## src/rtl/rbnh_pkg.sv

```systemverilog
// Shared constants and types of the ray/box nearest-hit unit.
package rbnh_pkg;

    localparam int CFG_IDX_W = 3;

    typedef enum logic [CFG_IDX_W-1:0] {
        CFG_ORIGIN_X  = 3'd0,
        CFG_ORIGIN_Y  = 3'd1,
        CFG_ORIGIN_Z  = 3'd2,
        CFG_INV_DIR_X = 3'd3,
        CFG_INV_DIR_Y = 3'd4,
        CFG_INV_DIR_Z = 3'd5
    } cfg_reg_e;

    localparam int NUM_AXES    = 3;
    localparam int NUM_CORNERS = 2 * NUM_AXES;

    typedef struct packed {
        logic full;
        logic empty;
    } q_stat_t;

endpackage

```

## src/rtl/rbnh_queue.sv

```systemverilog
// Small queue of finished slab results between front and back.
module rbnh_queue
    import rbnh_pkg::*;
#(
    parameter int WIDTH = 50,
    parameter int DEPTH = 4
) (
    input  logic             clk,
    input  logic             rst_n,
    input  logic             push,
    input  logic [WIDTH-1:0] push_data,
    input  logic             pop,
    output logic [WIDTH-1:0] pop_data,
    output q_stat_t          q_stat
);

    localparam int PTR_W = (DEPTH > 1) ? $clog2(DEPTH) : 1;
    localparam int CNT_W = $clog2(DEPTH + 1);

    logic [WIDTH-1:0] mem [DEPTH];
    logic [PTR_W-1:0] wr_ptr_reg, rd_ptr_reg;
    logic [CNT_W-1:0] count_reg;

    assign q_stat.full  = (count_reg == CNT_W'(DEPTH));
    assign q_stat.empty = (count_reg == '0);
    assign pop_data     = mem[rd_ptr_reg];

    always_ff @(posedge clk)
    begin
        if (push)
            mem[wr_ptr_reg] <= push_data;
    end

    always_ff @(posedge clk or negedge rst_n)
    begin
        if (!rst_n)
        begin
            wr_ptr_reg <= '0;
            rd_ptr_reg <= '0;
            count_reg  <= '0;
        end
        else
        begin
            if (push)
                wr_ptr_reg <= (wr_ptr_reg == PTR_W'(DEPTH - 1)) ? '0 : wr_ptr_reg + 1'b1;
            if (pop)
                rd_ptr_reg <= (rd_ptr_reg == PTR_W'(DEPTH - 1)) ? '0 : rd_ptr_reg + 1'b1;
            if (push && !pop)
                count_reg <= count_reg + 1'b1;
            else if (pop && !push)
                count_reg <= count_reg - 1'b1;
        end
    end

endmodule

```

## config.mk

```make
export PLATFORM = sky130hd
export DESIGN_NAME = rbnh_queue
export DESIGN_NICKNAME = d
export VERILOG_FILES = /design/src/rtl/rbnh_pkg.sv /design/src/rtl/rbnh_queue.sv
export SDC_FILE = /design/constraint.sdc
export NUM_CORES = 1
export LEC_CHECK = 0
export BUFFER_PORTS_ARGS = -buffer_cell sky130_fd_sc_hd__buf_2
export CAP_MARGIN = 20
export CORE_ASPECT_RATIO = 1.2
export CORE_UTILIZATION = 55
export CTS_CLUSTER_DIAMETER = 80
export DETAILED_ROUTE_END_ITERATION = 7
export PLACE_DENSITY = 0.82
export SYNTH_ARGS = -nofsm -noshare
export SYNTH_HDL_FRONTEND = slang
export SYNTH_SLANG_ARGS = --single-unit
```

## constraint.sdc

```tcl
create_clock -name clk -period 2.55 [get_ports clk]
set_clock_uncertainty 0.1 [all_clocks]
set_input_delay 0.255 -clock clk [delete_from_list [all_inputs] [get_ports clk]]
set_output_delay 0.255 -clock clk [all_outputs]
set_load 0.02 [all_outputs]
```

=== After elaboration in Yosys (flattened, before gate mapping) ===
Memory sizes are Yosys's and may differ from the RTL's.
Cells that the tools add are included.

* Equality and inequality tests: 3
* Mux-type cells: 6
* Reductions and logical operators: 6
* Add/sub/neg operators: 4

{| class="wikitable"
|+ Operators by type and width
! operator !! number
|-
| two-way mux 3 bit || 2
|-
| adder 2 x 1 -> 2 bit, second input constant || 2
|-
| equality test 2 bit, second input constant || 2
|-
| two-way mux 2 bit || 2
|-
| adder 3 x 1 -> 3 bit, second input constant || 1
|-
| equality test 3 bit, second input constant || 1
|-
| zero test 3 bit || 1
|-
| subtractor 3 x 1 -> 3 bit, second input constant || 1
|-
| logical AND 1 bit || 2
|-
| zero test 1 bit || 2
|-
| two-way mux 1 bit || 2
|-
| nonzero test 2 bit || 1
|}

* Output and inout port bits: 52
* Flip-flop bits (word level): 7
* Memories: 1
* Input port bits: 54
* Memory bits (writable): 200

{| class="wikitable"
|+ Memories
! name !! words !! width !! read ports !! clocked after Yosys merged registers in !! wr ports !! line !! text
|-
| mem || 4 || 50 || 1 || 0 || 1 || rbnh_queue.sv:20 || <nowiki>logic [WIDTH-1:0] mem [DEPTH];</nowiki>
|}

=== Longest topological paths before layout ===
Gate-level depths: netlist (run 1).

* Depth in word-level cells: 4
* Depth in mapped cells: 7

=== Least setup slack after synthesis (run 1) ===
No wires, ideal clock.

* Kind: reg-to-reg
* Start point: register wr_ptr_reg[0]
* End point: memory mem[2][0], enable pin
* Library setup time: 0.413 ns
* Data arrival time: 1.816 ns
* Setup slack: 0.221 ns
* Buffers on the path: 0
* Clock period less this slack: 2.329 ns
* Cell stages (with the launch flop): 4
* Required time: 2.037 ns
* Cells stage by stage: dfrtp_1 -> inv_1 -> ha_1 -> and2_1

{| class="wikitable"
|+ RTL lines
! element !! line !! text
|-
| start, declared || rbnh_queue.sv:21 || <nowiki>logic [PTR_W-1:0] wr_ptr_reg, rd_ptr_reg;</nowiki>
|-
| start signal, assigned || rbnh_queue.sv:45 || <nowiki>wr_ptr_reg <= (wr_ptr_reg == PTR_W'(DEPTH - 1)) ? '0 : wr_ptr_reg + 1'b1;</nowiki>
|-
| end, declared || rbnh_queue.sv:20 ||
|}

No word-level cell before the write port.

=== Worst setup path after layout (run 1) ===
* Start point: register rd_ptr_reg[0]
* End point: output port pop_data[16]

* Cells in the longest elaborated chain, start to end: 1

{| class="wikitable"
|+ RTL lines
! element !! line !! text
|-
| start, declared || rbnh_queue.sv:21 ||
|-
| start signal, assigned || rbnh_queue.sv:47 || <nowiki>rd_ptr_reg <= (rd_ptr_reg == PTR_W'(DEPTH - 1)) ? '0 : rd_ptr_reg + 1'b1;</nowiki>
|-
| memory (4 x 50 bit) || - ||
|-
| end, declared || rbnh_queue.sv:13 || <nowiki>output logic [WIDTH-1:0] pop_data,</nowiki>
|}

Every way passes these cells.

==> results_dict.tcl, run 1 <==
set metrics [dict create \
    syn2layout_area_growth_pct 25.2 \
    slew_viol_final 0 \
    syn_avg_cell_area_um2 25.7 \
    endpoint_kind "output pin" \
    crit_type "flop to output pin" \
    pwr-share-comb_pct 30.5 \
    max-vdd-ir-drop_mv 0.598 \
    crit_buf_inv 2 \
    final_cells 659 \
    start_kind "flop" \
    synthesis.nets 360 \
    layout_common_cells "edfxtp_1 (200), buf_2 (105), dlygate4sd3_1 (53), mux4_2 (48), clkbuf_16 (21)" \
    required_ns 2.19 \
    critPathMaxStageDelay_ns 0.61 \
    place_inst 569 \
    clk_root_buffer_cell "clkbuf_16" \
    drc 0 \
    antenna_found_initial 0 \
    clock-sinks 207 \
    switching_share_pct 30.2 \
    grt_max_degree 41 \
    dieArea_um2 14500 \
    firstDrtPassIters 4 \
    vias_per_cell 5.58 \
    path_cells "buf_12 > mux4_2 > buf_2" \
    hold_viol_final 0 \
    met1_usage_pct 26.1 \
    setup_viol 0 \
    p_clk_share_pct 26.6 \
    cts_tree "yes" \
    grt_use_met2_pct 35.8 \
    wl_per_cell_um 21.4 \
    netlist_top_cells_area "edfxtp_1 (78%), mux4_2 (14%), dfrtp_1 (2.3%)" \
    htreeDepth 1 \
    die_height_um 132 \
    antenna_cells 0 \
    worst_pin_slew_ns 0.516 \
    first_global_vias 3919 \
    clk_latency_ns 0.48 \
    grt_usage_pct 20.5 \
    netlist_instances 299 \
    synth_top_area_share_pct 78.1 \
    cts_made_buffers 20 \
    yosys.area.top_type "edfxtp_1" \
    syn-cell-area_um2 7690 \
    fin_crit_sh_pct 94.8 \
    drive_above_1_share_pct 40.3 \
    fmax_mhz 414 \
    drt_iter0_drc 224 \
    vias 3678 \
    slew_headroom_pct 65.6 \
    met3_usage_pct 3.13 \
    largest_register_ff_count 200 \
    rows 46 \
    top_usage_layer "met2" \
    finalNetCount 538 \
    ys_seq_area_share_pct 80.4 \
    pin_count 106 \
    synth_cell_type_count 20 \
    arrival_ns 2.06 \
    hpwl_um 8090 \
    path_max_fanout 18 \
    max_cap_violations 0 \
    worstHoldPathType "input pin to asynchronous set/reset pin" \
    globalplace.congestion 0.696 \
    pwr-share-seq_pct 42.9 \
    initial_utilization_pct 57.4 \
    crit_slowest_cell "dfrtp_4" \
    multi_input_area_um2 1360 \
    grt_overflow 0 \
    p_leak_nw 3.39 \
    powerDensity_nw_per_um2 1130 \
    synth_warnings 0 \
    finalSetupTns_ns 0 \
    rsz0062_at_grt "no" \
    nFillCells 781 \
    status "complete, no violations" \
    finalCriticalPeriod_ns 2.42 \
    die_w_um 110 \
    coreArea_um2 13400 \
    switchingPower_mw 3.28 \
    internal_power_mw 7.56 \
    ys_ff_latch 207 \
    clk_path_buf_depth 3 \
    seq_area_um2 6190 \
    layout_commonest_cell "edfxtp_1" \
    port-buffer-count 105 \
    path_delay_family "flip-flops" \
    grt_pass1_wl_um 21400 \
    clkSlewWorstSetupHoldPaths_ns 0.06 \
    postRouteAntennaNets 0 \
    wl_um 14100 \
]
==> per-layer routing <==
metal	wire, um	up-vias
li1	-	1625
met1	5490	1905
met2	7580	124
met3	712	24
met4	295	0
met5	0	-
==> layout make-up <==
| class | instances | share of cell area, % |
|---|---|---|
| Sequential cell | 207 | 64.2 |
| Multi-Input combinational cell | 76 | 14.1 |
| Timing Repair Buffer | 168 | 12.6 |
| Clock buffer | 25 | 5.61 |
| Tap cell | 168 | 2.18 |
| Clock inverter | 11 | 1.08 |
| Inverter | 4 | 0.156 |
==> stage by stage <==
stage | setup slack, ns | instance area (um^2) | power [mW] | hold slack (ns) | utilization (%)
CTS | 0.101 | 9630 | 10.9 | 0.0305 | 71.8
detailed placement | 0.460 | 8440 | 7.96 | 0.00565 | 62.9
finish | 0.134 | 9630 | 10.8 | 0.0510 | 71.8
global route | 0.0320 | 9630 | 11.3 | 0.0573 | 71.8
floorplan | 0.221 | 7690 | 7.03 | -0.141 | -
global placement | 0.469 | 8440 | 7.86 | 0.000631 | 62.9
==> synth_stat cells <==
cell type	count
mux2_2	3
mux4_1	2
o21ai_0	2
buf_2	5
nor3b_1	1
nor2_1	3
fa_1	1
dfrtp_1	7
buf_6	1
nor3_1	1
nand2_1	2
edfxtp_1	200
xor2_1	2
clkbuf_1	1
ha_1	6
buf_12	5
xnor2_1	1
and2_1	4
inv_1	4
mux4_2	48
==> worst register-to-register path, delay by kind of cell (launching register included) <==
| kind | cells | cell delay (ns) |
|---|---|---|
| DFF | 1 | 0.41 |
| buffers and inverters | 2 | 0.44 |
| and+or+nand+nor | 1 | 0.44 |
| adders and majority gates | 1 | 0.16 |
==> power groups by stage <==
stage | Combinational [mW] | Clock (mW) | Sequential (mW)
4_1_cts | 3.35 | 2.92 | 4.67
2_1_floorplan | 2.47 | 0 | 4.56
6_report | 3.30 | 2.88 | 4.65
3_5_place_dp | 3.18 | 0 | 4.78
5_1_grt | 3.52 | 3.05 | 4.72
3_3_place_gp | 3.13 | 0 | 4.73
==> what timing repair did <==
action / CTS / global route
hold endpoints to repair: 211 / 0
setup endpoints to repair: 23 / 0
buffers inserted: 1 / 0
hold buffers: 53 / 0
gates resized for setup: 0 / 0
==> logic make-up (layout without fill, tap and decap cells) <==
family / after synthesis / after routing / synth area share [%]
compound gates: 2 / 2 / 0.130
buf+inv: 16 / 208 / 2.02
fa+ha+maj: 7 / 7 / 1.24
mux: 53 / 53 / 15.2
flops: 207 / 207 / 80.4
simple gates: 11 / 11 / 0.732
xor+xnor: 3 / 3 / 0.342
==> final timing paths <==
kind | start | endpoint | slack, ns | cells after the start
worst max-delay path | rd_ptr_reg[0] | pop_data[16] | 0.13 | 3
worst min-delay path | rst_n | wr_ptr_reg[1] | 0.05 | 2
worst max register to register | wr_ptr_reg[1] | mem[1][21] | 0.66 | 4
worst min register to register | count_reg[2] | count_reg[2] | 0.44 | 1
max in group asynchronous | rst_n | rd_ptr_reg[0] | 2.11 | 2
min in group clk | push_data[43] | mem[1][43] | 0.42 | 2
(Power assumes the default switching activity.)
==> run 2: changes to the inputs <==
CORE_MARGIN = 2   (was unset)
==> run 2 against run 1 <==
  * Maximum frequency is 0.64% lower
  * Global-route usage decreased by 2.1 points
  * Flip-flop and latch count is the same
  * Via count fell by 1.2%
  * Critical path depth did not move
  * Sequential share of layout area grew 0.25 points
  * Utilization fell by 2.1 points
  * Sequential power hardly changed
  * Power is 2.4% lower
  * Clock power is 7.6% lower
==> results_dict.tcl, run 2 (synthesis gave the netlist of run 1 again) <==
set metrics [dict create \
    power_mw 10.6 \
    first_global_vias 3933 \
    reg2reg_setup_slack_ns 0.73 \
    hpwl_um 8100 \
    clkSlewWorstSetupHoldPaths_ns 0.06 \
    port-buffer-count 105 \
    r2r_start "wr_ptr_reg[0]" \
    firstDrtPassIters 4 \
    hold_viol_final 0 \
    grt_max_degree 31 \
    antenna_cells 0 \
    grt_pass1_wl_um 21300 \
    fmax_mhz 411 \
    cp-endpoint "pop_data[44]" \
    setup_viol 0 \
    path_max_fanout 13 \
    globalplace.congestion 0.735 \
    endpoint_kind "output pin" \
    htreeDepth 1 \
    start_kind "flop" \
    slew_viol_final 0 \
    clk_root_buffer_cell "clkbuf_16" \
    antenna_found_initial 0 \
    worstHoldPathType "input pin to asynchronous set/reset pin" \
    pin_count 106 \
    powerDensity_nw_per_um2 1100 \
    crit_type "flop to output pin" \
    drt_iter0_drc 162 \
    arrival_ns 2.08 \
    worst_pin_slew_ns 0.596 \
    fin_crit_sh_pct 95.4 \
    postRouteAntennaNets 0 \
    drc 0 \
    clk_latency_ns 0.47 \
    layout_common_cells "edfxtp_1 (200), buf_2 (105), dlygate4sd3_1 (53), mux4_2 (48), clkbuf_16 (21)" \
    status "complete, no violations" \
    p_leak_nw 3.39 \
    cts_tree "yes" \
    largest_register_ff_count 200 \
    finalCriticalPeriod_ns 2.43 \
    max_cap_violations 0 \
    vias 3634 \
    r2r_end "mem[3][13]" \
    pwr-share-seq_pct 44.3 \
    nFillCells 869 \
    rows 47 \
    grt_overflow 0 \
    switching_share_pct 30.3 \
    pwr-share-comb_pct 30.6 \
    setup.worst_path.start "rd_ptr_reg[0]" \
    rsz0062_at_grt "no" \
    max-vdd-ir-drop_mv 0.657 \
    finalNetCount 542 \
    wl_per_cell_um 20.2 \
    finalSetupTns_ns 0 \
    required_ns 2.19 \
    clock-sinks 207 \
    cts_made_buffers 20 \
    switchingPower_mw 3.20 \
    layout_commonest_cell "edfxtp_1" \
    p_clk_share_pct 25.2 \
    die_height_um 134 \
    vias_per_cell 5.48 \
    grt_usage_pct 18.5 \
    slew_headroom_pct 60.3 \
    clk_path_buf_depth 3 \
    coreArea_um2 13800 \
    dieArea_um2 14900 \
    drive_above_1_share_pct 41.5 \
    initial_utilization_pct 55.9 \
    internal_power_mw 7.38 \
    worstRegToRegCells 3 \
    wl_um 13400 \
    syn2layout_area_growth_pct 24.8 \
    die_w_um 112 \
]
-- run 2: cell types whose count changed in the layout (fill, tap and decap cells not counted), sizes merged --
| cell | delta |
|---|---|
| buf | +4 |
| bufinv | -2 |
| clkbuf | -1 |
| clkinvlp | +1 |
| inv | -1 |
-- run 2: through the flow --
stage	std cells	hold WS [ns]	cell area, um^2	util [%]	setup WS [ns]
2_1_floorplan	299	-0.141	7690	-	0.221
3_3_place_gp	576	-0.00374	8450	61.4	0.465
3_5_place_dp	576	0.000826	8450	61.4	0.456
4_1_cts	663	0.0253	9590	69.7	0.0480
5_1_grt	663	0.0390	9600	69.7	0.0247
6_report	663	0.0314	9600	69.7	0.118
-- run 2: what timing repair did --
action,4_1_cts,5_1_grt
resized for setup,0,1
hold buffers,53,0
setup endpoints to repair,23,2
hold endpoints to repair,211,0
setup buffers,1,0
-- run 2: worst max-delay path: stages (launching register included) --
cell and delay (ns):
dfrtp_4 0.60, buf_4 0.27, mux4_2 0.54, buf_2 0.19
-- run 2: area by class of cell --
| type | count | area [um^2] | area share [%] |
|---|---|---|---|
| Clock buffer | 24 | 557 | 5.80 |
| Clock inverter | 9 | 42.5 | 0.443 |
| Inverter | 4 | 15.0 | 0.156 |
| Multi-Input combinational cell | 76 | 1360 | 14.2 |
| Sequential cell | 207 | 6190 | 64.5 |
| Tap cell | 171 | 214 | 2.23 |
| Timing Repair Buffer | 172 | 1220 | 12.7 |
-- run 2: worst min path at each step --
stage	depth (start not counted)	from	to
detailed placement	1	rst_n	wr_ptr_reg[1]
floorplan	0	rst_n	count_reg[0]
global placement	1	rst_n	count_reg[2]
finish	2	rst_n	count_reg[2]
global route	2	rst_n	wr_ptr_reg[0]
CTS	2	rst_n	wr_ptr_reg[1]
-- run 2: layer usage --
layer / up-vias / wire length (um) / share of wire, % / global-route usage [%]
met3: 27 / 623 / 4.6 / 3.00
met2: 104 / 7190 / 54 / 32.1
met5: - / 0 / 0 / 0
met1: 1876 / 5310 / 40 / 24.2
li1: 1627 / - / - / -
met4: 0 / 303 / 2.3 / 6.17
-- run 2: power groups by stage --
stage                     clock network [mW]  logic, mW  registers, mW
after detailed placement                   0       3.14           4.80
after global routing                    2.86       3.46           4.74
final                                   2.66       3.24           4.68
after global placement                     0       3.09           4.76
after CTS                               2.72       3.30           4.69
after floorplan                            0       2.47           4.56
