==> src/rtl/rbnh_pkg.sv <==
// Shared constants and types of the ray/box nearest-hit unit.
package rbnh_pkg;

    localparam int CFG_IDX_W = 3;

    typedef enum logic [CFG_IDX_W-1:0] {
        CFG_ORIGIN_X  = 3'd0,
        CFG_ORIGIN_Y  = 3'd1,
        CFG_ORIGIN_Z  = 3'd2,
        CFG_INV_DIR_X = 3'd3,
        CFG_INV_DIR_Y = 3'd4,
        CFG_INV_DIR_Z = 3'd5
    } cfg_reg_e;

    localparam int NUM_AXES    = 3;
    localparam int NUM_CORNERS = 2 * NUM_AXES;

    typedef struct packed {
        logic full;
        logic empty;
    } q_stat_t;

endpackage

==> src/rtl/rbnh_ifs.sv <==


interface rbnh_res_if #(
    parameter int COORD_WIDTH = 32,
    parameter int ID_WIDTH    = 16
);
    logic                   valid;
    logic                   ready;
    logic                   hit;
    logic [COORD_WIDTH-1:0] hit_distance;
    logic                   run_done;
    logic                   nearest_found;
    logic [ID_WIDTH-1:0]    nearest_id;
    logic [COORD_WIDTH-1:0] nearest_distance;

    modport source (
        output valid, hit, hit_distance, run_done, nearest_found,
               nearest_id, nearest_distance,
        input  ready
    );
    modport sink (
        input  valid, hit, hit_distance, run_done, nearest_found,
               nearest_id, nearest_distance,
        output ready
    );
endinterface

==> src/rtl/rbnh_back.sv <==
// Back end: nearest-hit tracker and result output register.
module rbnh_back
    import rbnh_pkg::*;
#(
    parameter int COORD_WIDTH = 32,
    parameter int ID_WIDTH    = 16,
    parameter int ENTRY_W     = COORD_WIDTH + ID_WIDTH + 2
) (
    input  logic               clk,
    input  logic               rst_n,
    input  q_stat_t            q_stat,
    input  logic [ENTRY_W-1:0] pop_data,
    output logic               pop,
    rbnh_res_if.source         res
);

    localparam int W = COORD_WIDTH;

    logic                e_hit, e_last;
    logic signed [W-1:0] e_dist;
    logic [ID_WIDTH-1:0] e_id;

    logic                best_valid_reg;
    logic signed [W-1:0] best_distance_reg;
    logic [ID_WIDTH-1:0] best_object_reg;

    logic                out_valid_reg;
    logic                hit_reg, run_done_reg, found_reg;
    logic [W-1:0]        hit_dist_reg, near_dist_reg;
    logic [ID_WIDTH-1:0] near_id_reg;

    logic                upd, found;
    logic signed [W-1:0] cand_dist;
    logic [ID_WIDTH-1:0] cand_id;

    assign {e_hit, e_dist, e_id, e_last} = pop_data;
    assign pop = !q_stat.empty && (!out_valid_reg || res.ready);

    assign upd       = e_hit && (!best_valid_reg || (e_dist < best_distance_reg));
    assign found     = best_valid_reg || upd;
    assign cand_dist = upd ? e_dist : best_distance_reg;
    assign cand_id   = upd ? e_id : best_object_reg;

    assign res.valid            = out_valid_reg;
    assign res.hit              = hit_reg;
    assign res.hit_distance     = hit_dist_reg;
    assign res.run_done         = run_done_reg;
    assign res.nearest_found    = found_reg;
    assign res.nearest_id       = near_id_reg;
    assign res.nearest_distance = near_dist_reg;

    always_ff @(posedge clk or negedge rst_n)
    begin
        if (!rst_n)
        begin
            out_valid_reg     <= 1'b0;
            best_valid_reg    <= 1'b0;
            best_distance_reg <= {1'b0, {(W-1){1'b1}}};
            best_object_reg   <= '0;
        end
        else
        begin
            if (pop)
                out_valid_reg <= 1'b1;
            else if (res.ready)
                out_valid_reg <= 1'b0;

            if (pop)
            begin
                if (e_last)
                begin
                    best_valid_reg    <= 1'b0;
                    best_distance_reg <= {1'b0, {(W-1){1'b1}}};
                    best_object_reg   <= '0;
                end
                else if (upd)
                begin
                    best_valid_reg    <= 1'b1;
                    best_distance_reg <= e_dist;
                    best_object_reg   <= e_id;
                end
            end
        end
    end

    always_ff @(posedge clk)
    begin
        if (pop)
        begin
            hit_reg       <= e_hit;
            hit_dist_reg  <= e_dist;
            run_done_reg  <= e_last;
            found_reg     <= e_last && found;
            near_id_reg   <= (e_last && found) ? cand_id : '0;
            near_dist_reg <= (e_last && found) ? cand_dist : '0;
        end
    end

endmodule

==> src/flat_wrapper.sv <==
// flat-port wrapper written by rule: the top's interface ports become plain ports
module rbnh_back_flat import rbnh_pkg::*;
#(
    parameter int COORD_WIDTH = 32,
    parameter int ID_WIDTH    = 16,
    parameter int ENTRY_W     = COORD_WIDTH + ID_WIDTH + 2
)
  (clk, rst_n, q_stat, pop_data, pop, res_valid, res_hit, res_hit_distance, res_run_done, res_nearest_found, res_nearest_id, res_nearest_distance, res_ready);
  rbnh_res_if #(.COORD_WIDTH(COORD_WIDTH), .ID_WIDTH(ID_WIDTH)) res_i ();
  input  logic clk;
  input  logic rst_n;
  input  q_stat_t q_stat;
  input  logic [ENTRY_W-1:0] pop_data;
  output logic pop;
  output wire logic [$bits(res_i.valid)-1:0] res_valid;
  output wire logic [$bits(res_i.hit)-1:0] res_hit;
  output wire logic [$bits(res_i.hit_distance)-1:0] res_hit_distance;
  output wire logic [$bits(res_i.run_done)-1:0] res_run_done;
  output wire logic [$bits(res_i.nearest_found)-1:0] res_nearest_found;
  output wire logic [$bits(res_i.nearest_id)-1:0] res_nearest_id;
  output wire logic [$bits(res_i.nearest_distance)-1:0] res_nearest_distance;
  input wire logic [$bits(res_i.ready)-1:0] res_ready;
  assign res_valid = res_i.valid;
  assign res_hit = res_i.hit;
  assign res_hit_distance = res_i.hit_distance;
  assign res_run_done = res_i.run_done;
  assign res_nearest_found = res_i.nearest_found;
  assign res_nearest_id = res_i.nearest_id;
  assign res_nearest_distance = res_i.nearest_distance;
  assign res_i.ready = res_ready;
  rbnh_back #(.COORD_WIDTH(COORD_WIDTH), .ID_WIDTH(ID_WIDTH), .ENTRY_W(ENTRY_W)) u_core (.clk(clk), .rst_n(rst_n), .q_stat(q_stat), .pop_data(pop_data), .pop(pop), .res(res_i));
endmodule
==> config.mk <==
export PLATFORM = sky130hd
export DESIGN_NAME = rbnh_back_flat
export DESIGN_NICKNAME = d
export VERILOG_FILES = /design/src/rtl/rbnh_pkg.sv /design/src/rtl/rbnh_ifs.sv /design/src/rtl/rbnh_back.sv /design/src/flat_wrapper.sv
export SDC_FILE = /design/constraint.sdc
export NUM_CORES = 1
export LEC_CHECK = 0
export BUFFER_PORTS_ARGS = -buffer_cell sky130_fd_sc_hd__buf_4
export CORE_ASPECT_RATIO = 0.7
export CORE_MARGIN = 3
export CORE_UTILIZATION = 44
export DETAILED_ROUTE_END_ITERATION = 6
export GPL_TIMING_DRIVEN = 0
export PLACE_DENSITY_LB_ADDON = 0.08
export SYNTH_ARGS = -nofsm -noshare
export SYNTH_HDL_FRONTEND = slang
export SYNTH_SLANG_ARGS = --single-unit
==> constraint.sdc <==
create_clock -name clk -period 2.9 [get_ports clk]
set_input_delay 0.58 -clock clk [delete_from_list [all_inputs] [get_ports clk]]
set_output_delay 0.58 -clock clk [all_outputs]
set_load 0.1 [all_outputs]
# Yosys cells after proc, flatten, opt, wreduce, memory -nomap -nowiden
# Index checks and enable logic that the tools add are counted.
# W data, S select, Z words.
[totals]
word_cells = 31
inputBits = 55
n_memories = 0
reg_bits = 133
latchBits = 0
out_inout_bits = 85
mem_bits_ro = 0
ramBits = 0
[op_classes]
eq_ne = 0
mux = 8
multipliers = 0
order_cmp = 1
n_shift = 0
n_addsub = 0
n_reduce_logical = 12
n_div = 0
bitwise_logic = 0
[ops]
columns = ["cell", "n"]
rows = [
  ["$mux W32", 2],
  ["$lt A32 B32 Y1", 1],
  ["$mux W16", 2],
  ["$mux W1", 4],
  ["$reduce_bool A2 Y1", 2],
  ["$logic_and A1 B1 Y1", 3],
  ["$logic_not A1 Y1", 3],
  ["$logic_or A1 B1 Y1", 3],
  ["$reduce_and A2 Y1", 1],
]

# Longest topological paths before layout
# Gate-level depths: netlist (run 1).
[logic_depth]
depth_word = 5
ltp_mapped = 11
ltp_nobuf = 9

# Worst setup path after synthesis (run 1)
# Ideal clock, no wire load.
[synth_timing]
path_type = "flip-flop to flip-flop"
startpoint = "register u_core.out_valid_reg (netlist: u_core.res.valid)"
endpoint = "register u_core.best_object_reg[10]"
path_buffers = 1
path_stages_with_launch = 7
setup_time_ns = 0.121
synth_period_minus_slack_ns = 4.218
required_ns = 2.779
path_slack_ns = -1.318
t_arrival_ns = 4.097
path_cell_list = "dfrtp_1 > nand2b_1 > nand2b_1 > inv_1 > o21ai_4 > buf_4 > a22o_1"
[synth_between]
elab_chain_len = 3
[synth_rtl]
columns = ["element", "line", "source"]
rows = [
  ["start: declaration", "rbnh_back.sv:27", "logic out_valid_reg;"],
  ["start signal: assignment", "rbnh_back.sv:56", "out_valid_reg <= 1'b0;"],
  ["start signal: assignment", "rbnh_back.sv:64", "out_valid_reg <= 1'b1;"],
  ["start signal: assignment", "rbnh_back.sv:66", "out_valid_reg <= 1'b0;"],
  ["$logic_not A1 Y1", "rbnh_back.sv:37", "assign pop = !q_stat.empty && (!out_valid_reg || res.ready);"],
  ["$logic_or A1 B1 Y1", "rbnh_back.sv:37", ""],
  ["$logic_and A1 B1 Y1", "rbnh_back.sv:37", ""],
  ["named net pop", "flat_wrapper.sv:14", "output logic pop;"],
  ["end signal: assignment", "rbnh_back.sv:80", "best_object_reg <= e_id;"],
  ["end: declaration", "rbnh_back.sv:25", "logic [ID_WIDTH-1:0] best_object_reg;"],
]
# The timed path passes the listed nets, and every way through them passes these cells.
# A chain may end at the register's enable or synchronous reset.

# Worst setup path in the final report (run 1)
[layout_timing]
startpoint = "register u_core.best_distance_reg[9]"
endpoint = "register u_core.best_object_reg[8]"
[layout_between]
elab_chain_len = 5
[layout_rtl]
columns = ["element", "line", "source"]
rows = [
  ["start: declaration", "rbnh_back.sv:24", "logic signed [W-1:0] best_distance_reg;"],
  ["start signal: assignment", "rbnh_back.sv:58", "best_distance_reg <= {1'b0, {(W-1){1'b1}}};"],
  ["start signal: assignment", "rbnh_back.sv:73", "best_distance_reg <= {1'b0, {(W-1){1'b1}}};"],
  ["start signal: assignment", "rbnh_back.sv:79", "best_distance_reg <= e_dist;"],
  ["$lt A32 B32 Y1", "rbnh_back.sv:39", "assign upd = e_hit && (!best_valid_reg || (e_dist < best_distance_reg));"],
  ["$logic_or A1 B1 Y1", "rbnh_back.sv:39", ""],
  ["$logic_and A1 B1 Y1", "rbnh_back.sv:39", ""],
  ["$mux W16 (2 in a row)", "--", ""],
]
# Every way passes these cells.

==> flow_summary.json, run 1 <==
{
  "start_util_pct": 45.44,
  "layout-drive-gt1-share_pct": 45.27,
  "path_clk_slew_ps": 60,
  "drtIter0Drc": 208,
  "netlist_area_um2": 6030,
  "fill_cells": 1006,
  "synth_area_per_cell_um2": 12.28,
  "nets": 749,
  "met3_usage_pct": 5.793,
  "cts-root-buf": "clkbuf_16",
  "drtAntennaViolNets": 0,
  "p_leak_nw": 3.786,
  "grtUsageTotal_pct": 20.74,
  "postLayoutSetupSlackWorst_ps": -160.7,
  "ctsHoldBuffers": 0,
  "critical_path_required_ps": 3260,
  "final.setup.tns_ps": -10280,
  "synth_compound_area_share_pct": 16.00,
  "firstDrtPassIters": 4,
  "timing_worst_slew_pin_value_ps": 700.1,
  "n_antenna_cell": 0,
  "synth_top_family_by_area": "compound AO/OA/AOI/OAI gates",
  "cp-end-kind": "flip-flop",
  "synth_edf_count": 83,
  "maxCapViolations": 0,
  "finClkSkew_ps": 10.81,
  "synthToLayoutAreaGrowth_pct": 44.45,
  "stdcell_count": 861,
  "grt_first_pass_wirelength_um": 25190,
  "finalCriticalPeriod_ps": 3061,
  "core-area_um2": 13270,
  "hp-class": "in2async",
  "relSlewSlack_pct": 53.33,
  "post_drt_wl_per_cell_um": 18.19,
  "drc": 0,
  "synth.top_cell.area_share_pct": 41.34,
  "die_w_um": 145.9,
  "seq_power_share_pct": 35.8,
  "met1_usage_pct": 27.92,
  "gp_congestion": 0.7505,
  "cp-start-kind": "flip-flop",
  "peakVddDrop_v": 0.0004330,
  "rsz0062_at_grt": "true",
  "clk-insertion-delay-late_ps": 420,
  "setup_violations": 96,
  "yosys.area_share.simple_pct": 10.50,
  "cts_tree": "yes",
  "clkSinkCount": 133,
  "yosysTopAreaCell": "edfxtp_1",
  "fp-row-count": 35,
  "first_global_vias": 4819,
  "synth_seq_cells": 133,
  "vias_per_cell": 5.309,
  "seq_area_frac_synth_pct": 62.73,
  "place.port_buffers": 138,
  "crit_arrival_ps": 3420,
  "slew_viol_final": 0,
  "switching_share_pct": 33.31,
  "powerDensity_nw_per_um2": 765.9,
  "ys_top_cells_by_count": "edfxtp_1 (83), nand2_1 (64), nand3_1 (51), a21boi_0 (47), inv_1 (34)",
  "antenna_found_initial": 0,
  "die_area_um2": 15170,
  "finalPower_w": 0.006671,
  "crit_type": "reg2reg",
  "ys.flop_type": "edfxtp_1",
  "grt_remaining_overflow": 0,
  "vias": 4571,
  "fin_hold_ws_ps": 216.2,
  "async_flop_share_pct": 37.59,
  "synth.distinct_cells": 36,
  "timing_hold_violations_final": 0,
  "dp_hpwl_um": 10190,
  "use_met2_pct": 32.90,
  "clockBufferDepth": 2,
  "dp_slack_ps": -824.4,
  "yosysWarningCount": 0,
  "muxShareOfSynthArea_pct": 0,
  "place_inst": 816,
  "pwr-share-comb_pct": 29.0,
  "synth_fa_ha_area_share_pct": 6.433,
  "p_clk_share_pct": 35.2,
  "status": "finished, violations left",
  "syn_inst": 491,
  "synth-xor-area-share_pct": 0,
  "min_period_over_period_pct": 105.5,
  "fmax_mhz": 326.7,
  "grt.busiest_layer": "met2",
  "wirelength_um": 15660,
  "die_h_um": 103.9,
  "synthTopCellsByArea": "edfxtp_1 (41%), dfstp_2 (14%), dfrtp_1 (7.9%)",
  "grt_max_degree": 51,
  "pin_count": 140,
  "htreeDepth": 4,
  "cts_buffers": 17,
  "intPower_w": 0.004449,
  "p_sw_w": 0.002222,
  "crit_path_max_fanout": 10,
  "syn_nets": 577,
  "violations": "setup timing",
  "synth_most_common_cell": "edfxtp_1"
}
area by class of cell:
cell class / count / area, µm² / share of cell area (%)
multi-input cells: 292 / 2409 / 27.65
repair inverters: 1 / 5.005 / 0.05746
flip-flops and latches: 133 / 3786 / 43.47
repair buffers: 155 / 1250 / 14.35
well taps: 185 / 231.5 / 2.658
clock buffers: 18 / 429.2 / 4.927
inverters: 34 / 131.4 / 1.508
plain buffers: 29 / 259.0 / 2.974
clock inverters: 14 / 209.0 / 2.399
cells by family (layout without fill, tap and decap cells):
kind of cell | Yosys count | in the layout
AO/OA/AOI/OAI | 124 | 124
adder cells (fa/ha/maj) | 31 | 31
buffers and inverters | 66 | 251
flip-flops | 133 | 133
AND/OR/NAND/NOR | 137 | 137
stage by stage:
stage / utilization (%) / instance area, µm²
floorplan: - / 6275
global placement: 56.84 / 7542
detailed placement: 57.14 / 7582
CTS: 63.95 / 8486
global route: 65.64 / 8710
finish: 65.64 / 8710
layer usage:
metal,vias to the layer above,part of all wire [%]
met5,-,0
met4,0,1.1
met3,16,6.9
met2,134,47
met1,2269,45
li1,2152,-
repair_timing:
item | 4_1_cts | 5_1_grt
buffers inserted | 9 | 3
pin swaps | 31 | 27
gates resized for setup | 77 | 55
endpoints found under the setup margin | 96 | 97
gates cloned | 2 | 2
hold endpoints to repair | 0 | 0
cells in the final DEF (no fill, tap or decap), types with 18 or more instances in the layout:
| cell type | Yosys | layout |
|---|---|---|
| nand2_1 | 64 | 55 |
| buf_4 | 1 | 147 |
| clkbuf_16 | 0 | 18 |
| inv_1 | 34 | 29 |
| a2bb2oi_2 | 0 | 30 |
| nand3_1 | 51 | 50 |
| dfrtp_1 | 19 | 18 |
| a21boi_1 | 1 | 34 |
| edfxtp_1 | 83 | 83 |
| dfstp_2 | 31 | 31 |
| ha_1 | 31 | 26 |
power groups by stage:
| stage | combinational (W) | clock, W | sequential (W) |
|---|---|---|---|
| 2_1_floorplan | 0.000637 | 0 | 0.00303 |
| 3_3_place_gp | 0.00165 | 0 | 0.00241 |
| 3_5_place_dp | 0.00169 | 0 | 0.00242 |
| 4_1_cts | 0.00183 | 0.00237 | 0.00239 |
| 5_1_grt | 0.00207 | 0.00246 | 0.00241 |
| 6_report | 0.00193 | 0.00235 | 0.00239 |
final timing paths:
kind / from / endpoint / slack [ps] / depth (start not counted)
min: rst_n / u_core.best_object_reg[14]$_DFFE_PN0P_ / 220 / 1
max: u_core.best_distance_reg[9]$_DFFE_PN1P_ / u_core.best_object_reg[8]$_DFFE_PN0P_ / -160 / 11
max reg2reg: u_core.best_distance_reg[9]$_DFFE_PN1P_ / u_core.best_object_reg[8]$_DFFE_PN0P_ / -160 / 11
max in group asynchronous: rst_n / u_core.res.valid$_DFFE_PN0P_ / 2160 / 1
min in group clk: q_stat[0] / u_core.res.valid$_DFFE_PN0P_ / 310 / 2
min reg2reg: u_core.best_distance_reg[12]$_DFFE_PN1P_ / u_core.best_distance_reg[12]$_DFFE_PN1P_ / 480 / 2
worst max-delay path: stages (launching register included):
cell,delay (ps)
dfstp_2,530
inv_1,80
ha_4,280
nand2_1,70
nor3_2,260
or4b_4,510
a311o_1,390
o2111a_2,240
o21ai_4,210
buf_12,160
buf_12,130
a22o_1,130
(Power assumes the default switching activity.)
==> run 2, diff against run 1 <==
==> constraint.sdc (replaced) <==
create_clock -name clk -period 2.9 [get_ports clk]
set_input_delay 0.29 -clock clk [delete_from_list [all_inputs] [get_ports clk]]
set_output_delay 0.29 -clock clk [all_outputs]
set_load 0.1 [all_outputs]
==> run 2 against run 1 <==
Effect of this change:
- the flow still finishes with violations (setup timing)
- utilization down 1.8 points
- sequential share of layout area up 1.3 points
- global-route usage up 0.25 points
- first-iteration DRC count up 30%
- flip-flop and latch count unchanged
- routed wire length up 0.82%
- final cell count up 0.70%
==> flow_summary.json, run 2 (same netlist as run 1, synthesis figures left out) <==
{
  "layout-drive-gt1-share_pct": 39.15,
  "finalCriticalPeriod_ps": 3057,
  "cp-start-kind": "flip-flop",
  "mostFrequentLayoutCells": "buf_4 (153), edfxtp_1 (83), nand2_1 (64)",
  "timing_hold_violations_final": 0,
  "layout_commonest_cell": "buf_4",
  "grtUsageTotal_pct": 20.99,
  "design_area_um2": 8464,
  "first_global_vias": 4774,
  "pin_count": 140,
  "dp_hpwl_um": 10290,
  "grt_max_degree": 51,
  "peakVddDrop_v": 0.0004802,
  "nets": 755,
  "postLayoutSetupSlackWorst_ps": -157.0,
  "vias_per_cell": 5.315,
  "timing_worst_slew_pin_value_ps": 777.6,
  "cts_tree": "yes",
  "htreeDepth": 4,
  "p_leak_nw": 3.744,
  "violations": "setup timing",
  "rsz0062_at_grt": "true",
  "critical_path_required_ps": 3250,
  "gp_congestion": 0.7883,
  "synthToLayoutAreaGrowth_pct": 40.38,
  "clkSinkCount": 133,
  "place.port_buffers": 138,
  "min_period_over_period_pct": 105.4,
  "start_util_pct": 45.44,
  "grt_first_pass_wirelength_um": 25320,
  "hp-class": "in2reg",
  "stdcell_count": 867,
  "place_inst": 816,
  "drtIter0Drc": 271,
  "drc": 0,
  "cts_buffers": 17,
  "finalPower_w": 0.006536,
  "core-area_um2": 13270,
  "relSlewSlack_pct": 47.87,
  "firstDrtPassIters": 4,
  "cp-end-kind": "flip-flop",
  "clockBufferDepth": 2,
  "vias": 4608,
  "drtAntennaViolNets": 0,
  "finClkSkew_ps": 18.60,
  "grt_remaining_overflow": 0,
  "crit_path_max_fanout": 7,
  "powerDensity_nw_per_um2": 772.2,
  "setup_violations": 96,
  "clk-insertion-delay-late_ps": 420,
  "status": "finished, violations left",
  "crit_arrival_ps": 3400,
  "cts-root-buf": "clkbuf_16",
  "final.setup.tns_ps": -9935,
  "maxCapViolations": 0,
  "die_area_um2": 15170,
  "die_h_um": 103.9,
  "antenna_found_initial": 0,
  "die_w_um": 145.9,
  "fmax_mhz": 327.1,
  "crit_type": "reg2reg",
  "slew_viol_final": 0,
  "post_drt_wl_per_cell_um": 18.21,
  "wirelength_um": 15790,
  "fp-row-count": 35,
  "place_area_um2": 7365,
  "n_antenna_cell": 0,
  "path_clk_slew_ps": 60
}
[run 2: cell count changes in the layout (fill, tap and decap cells not counted), moves of 5 or more]
cell / delta
a2bb2oi_2: -29
a2bb2oi_1: +29
a21boi_1: -8
nand2_1: +9
a21boi_0: +17
a21boi_2: -9
buf_4: +6
nand2_4: -5
[run 2: what timing repair did]
action	CTS	global route
cloned	5	2
pin swaps	27	15
buffers inserted	8	5
gates resized for setup	88	14
endpoints found under the setup margin	96	97
hold buffers	1	0
endpoints found under the hold margin	19	0
[run 2: cell type report]
class	instances	area, µm²
Timing Repair inverter	1	5.005
Sequential cell	133	3786
Inverter	34	131.4
Fill cell	1050	4805
Clock buffer	20	456.7
Timing Repair Buffer	159	1276
Multi-Input combinational cell	293	2155
Tap cell	185	231.5
Buffer	30	246.5
Clock inverter	12	176.4
[run 2: stage by stage]
stage | hold WS [ps] | worst slack (ps) | util (%)
final | 30.39 | -157.0 | 63.79
after global routing | 38.37 | -271.1 | 63.79
after CTS | 23.56 | -127.2 | 62.96
after detailed placement | 375.5 | -587.8 | 55.50
after global placement | 368.9 | -585.5 | 55.20
after floorplan | -5.591 | -337.9 | -
[run 2: final timing paths]
check	endpoint	depth (start not counted)	slack [ps]	start
worst max-delay path	u_core.best_object_reg[1]$_DFFE_PN0P_	11	-160	u_core.best_distance_reg[15]$_DFFE_PN1P_
worst min-delay path	u_core.res.valid$_DFFE_PN0P_	2	30	q_stat[0]
worst max register to register	u_core.best_object_reg[1]$_DFFE_PN0P_	11	-160	u_core.best_distance_reg[15]$_DFFE_PN1P_
worst min register to register	u_core.best_distance_reg[4]$_DFFE_PN1P_	2	490	u_core.best_distance_reg[4]$_DFFE_PN1P_
max in group asynchronous	u_core.res.valid$_DFFE_PN0P_	2	1940	rst_n
min in group asynchronous	u_core.best_object_reg[9]$_DFFE_PN0P_	2	450	rst_n
[run 2: critical path: stages, from the launching register on]
cell,delay (ps)
dfstp_2,540
inv_2,50
ha_4,250
nand4_1,160
nor3_2,170
or4b_4,490
a311o_2,480
o2111a_2,240
o21ai_4,210
buf_6,140
buf_6,110
a22o_1,140
[run 2: power by group]
part           internal (W)  switching (W)
Sequential          0.00230      0.0000931
Combinational      0.000575        0.00126
Clock               0.00149       0.000821
[run 2: metal layers]
metal | vias up | global-route usage [%] | part of all wire [%]
li1 | 2167 | - | -
met1 | 2295 | 28.76 | 46
met2 | 134 | 32.64 | 47
met3 | 12 | 6.490 | 6.4
met4 | 0 | 5.691 | 0.75
met5 | - | 0 | 0
==> run 3, diff against run 2 <==
--- a/config.mk
+++ b/config.mk
@@ -5,13 +5,14 @@
 export SDC_FILE = /design/constraint.sdc
 export NUM_CORES = 1
 export LEC_CHECK = 0
+export ABC_AREA = 1
 export BUFFER_PORTS_ARGS = -buffer_cell sky130_fd_sc_hd__buf_4
 export CORE_ASPECT_RATIO = 0.7
 export CORE_MARGIN = 3
 export CORE_UTILIZATION = 44
 export DETAILED_ROUTE_END_ITERATION = 6
 export GPL_TIMING_DRIVEN = 0
-export PLACE_DENSITY_LB_ADDON = 0.08
+export PLACE_DENSITY = 0.69
 export SYNTH_ARGS = -nofsm -noshare
 export SYNTH_HDL_FRONTEND = slang
 export SYNTH_SLANG_ARGS = --single-unit
==> run 3 against run 2 <==
Effect of this change:
- the run now ends clean
- non-clock buffer count shrank 21
- clock-buffer cell count shrank 1
- sequential share of layout area grew 1.1 points
- final cell count grew 18%
- highest routed layer unchanged
==> flow_summary.json, run 3 <==
{
  "status": "complete, no violations",
  "finalCriticalPeriod_ps": 2685,
  "pin_count": 140,
  "htreeDepth": 4,
  "synth.distinct_cells": 24,
  "drtAntennaViolNets": 0,
  "synth_edf_count": 83,
  "die_h_um": 106.5,
  "cts_buffers": 17,
  "ys.flop_type": "edfxtp_1",
  "timing_worst_slew_pin_value_ps": 689.1,
  "die_w_um": 149.6,
  "cts_tree": "yes",
  "slew_viol_final": 0,
  "setup_violations": 0,
  "crit_type": "reg2out",
  "cp-start-kind": "flip-flop",
  "clockBufferDepth": 2,
  "core-area_um2": 14010,
  "seq_area_frac_synth_pct": 59.55,
  "ys_top_cells_by_count": "nand2_1 (162), inv_1 (107), nand3_1 (99), edfxtp_1 (83), a21oi_1 (47)",
  "regArea_um2": 3782,
  "gp_congestion": 0.8223,
  "start_util_pct": 45.34,
  "wirelength_um": 15350,
  "clkSinkCount": 133,
  "synthTopCellsByArea": "edfxtp_1 (39%), dfstp_2 (13%), nand2_1 (9.6%)",
  "min_period_over_period_pct": 92.60,
  "synth_most_common_cell": "nand2_1",
  "die_area_um2": 15940,
  "multi_input_area_um2": 2006,
  "met3_usage_pct": 5.454,
  "critical_path_required_ps": 2610,
  "crit_path_max_fanout": 93,
  "stdcell_count": 1025,
  "grt.busiest_layer": "met2",
  "drc": 0,
  "layout_commonest_cell": "nand2_1",
  "grt_max_degree": 94,
  "synthToLayoutAreaGrowth_pct": 29.94,
  "syn_nets": 751,
  "yosysTopAreaCell": "edfxtp_1",
  "clk-insertion-delay-late_ps": 420,
  "async_flop_share_pct": 37.59,
  "grt_remaining_overflow": 0,
  "p_leak_nw": 4.068,
  "layout-drive-gt1-share_pct": 27.31,
  "cts-root-buf": "clkbuf_16",
  "place.port_buffers": 138,
  "design_area_um2": 8253,
  "vias": 5095,
  "vias_per_cell": 4.971,
  "cp-end-kind": "primary output",
  "met1_usage_pct": 26.26,
  "place_area_um2": 7629,
  "first_global_vias": 5137,
  "fill_cells": 1190,
  "maxCapViolations": 0,
  "antenna_found_initial": 0,
  "fp-row-count": 36,
  "final.setup.tns_ps": 0,
  "synth_seq_cells": 133,
  "finClkSkew_ps": 9.733,
  "place_inst": 993,
  "powerDensity_nw_per_um2": 743.3,
  "use_met2_pct": 32.55,
  "relSlewSlack_pct": 54.06,
  "nets": 908,
  "yosysWarningCount": 0,
  "hp-class": "in2reg",
  "netlist_area_um2": 6351,
  "post_drt_wl_per_cell_um": 14.97,
  "drtIter0Drc": 212,
  "synth.top_cell.area_share_pct": 39.24,
  "path_clk_slew_ps": 60,
  "grt_first_pass_wirelength_um": 24940,
  "mostFrequentLayoutCells": "nand2_1 (161), buf_4 (140), inv_1 (107)",
  "firstDrtPassIters": 5,
  "synth_area_per_cell_um2": 9.551,
  "syn_inst": 665,
  "peakVddDrop_v": 0.0004225,
  "grtUsageTotal_pct": 20.13,
  "crit_arrival_ps": 2400,
  "timing_hold_violations_final": 0,
  "n_antenna_cell": 0,
  "dp_hpwl_um": 10510,
  "fin_hold_ws_ps": 45.38,
  "fmax_mhz": 372.4,
  "finalPower_w": 0.006135
}
## run 3: cell count changes after synthesis, moves of 9 or more
| cell | delta |
|---|---|
| nand2_1 | +98 |
| nand3_1 | +48 |
| a21boi_0 | -47 |
| o21ai_0 | +16 |
| a2bb2oi_1 | -31 |
| nor2_1 | +14 |
| a21oi_1 | +32 |
| inv_1 | +73 |
| clkbuf_1 | -11 |
| a22o_1 | -15 |
| nor2_2 | +9 |
## run 3: area by class of cell
class                           count  share of cell area, %
Buffer                             29                  2.244
Clock buffer                       19                  5.246
Clock inverter                     13                  1.910
Inverter                          108                  4.912
Multi-Input combinational cell    394                  24.30
Sequential cell                   133                  45.83
Tap cell                          190                  2.881
Timing Repair Buffer              139                  12.67
## run 3: per-stage QoR
stage / setup slack (ps) / util (%)
6_report: 214.6 / 58.91
5_1_grt: -9.520 / 58.91
4_1_cts: 152.1 / 58.87
3_5_place_dp: 37.02 / 54.46
3_3_place_gp: 50.77 / 54.46
2_1_floorplan: 234.6 / -
## run 3: what timing repair did
item,CTS,global route
buffers inserted,0,0
setup endpoints to repair,1,40
hold buffers,1,0
gates resized for setup,2,6
hold endpoints to repair,19,0
## run 3: final timing paths
kind                                                          from                                      to  slack [ps]  depth (start not counted)
max in group asynchronous                                    rst_n   u_core.best_object_reg[1]$_DFFE_PN0P_        1970                          2
setup reg to reg           u_core.best_distance_reg[5]$_DFFE_PN1P_  u_core.res.nearest_id[7]$_SDFFCE_PN0P_         230                         16
setup / recovery                      u_core.res.valid$_DFFE_PN0P_                                     pop         210                          4
hold reg to reg                       u_core.res.valid$_DFFE_PN0P_            u_core.res.valid$_DFFE_PN0P_         530                          2
hold / removal                                           q_stat[0]            u_core.res.valid$_DFFE_PN0P_          50                          2
min in group asynchronous                                    rst_n            u_core.res.valid$_DFFE_PN0P_         470                          2
## run 3: kinds of logic (layout without fill, tap and decap cells)
| family | after synthesis | count (layout) | synth area share, % |
|---|---|---|---|
| AND/OR/NAND/NOR | 293 | 293 | 19.88 |
| buffers and inverters | 138 | 308 | 8.905 |
| flip-flops | 133 | 133 | 59.55 |
| AO/OA/AOI/OAI | 70 | 70 | 5.556 |
| adder cells (fa/ha/maj) | 31 | 31 | 6.107 |
## run 3: power by group
part / switching [W] / total [W] / internal, W
clock: 0.000802 / 0.00215 / 0.00135
sequential: 0.0000729 / 0.00236 / 0.00229
combinational: 0.00121 / 0.00163 / 0.000412
## run 3: routing by layer
layer	vias to the layer above	wire [µm]
met1	2433	6709
li1	2487	-
met3	22	955
met2	153	7429
met5	-	0
met4	0	254
## run 3: worst max-delay path: stages, from the launching register on
cell and delay (ps):
dfrtp_1 400, a21oi_1 250, clkbuf_1 400, clkbuf_16 460, buf_4 380
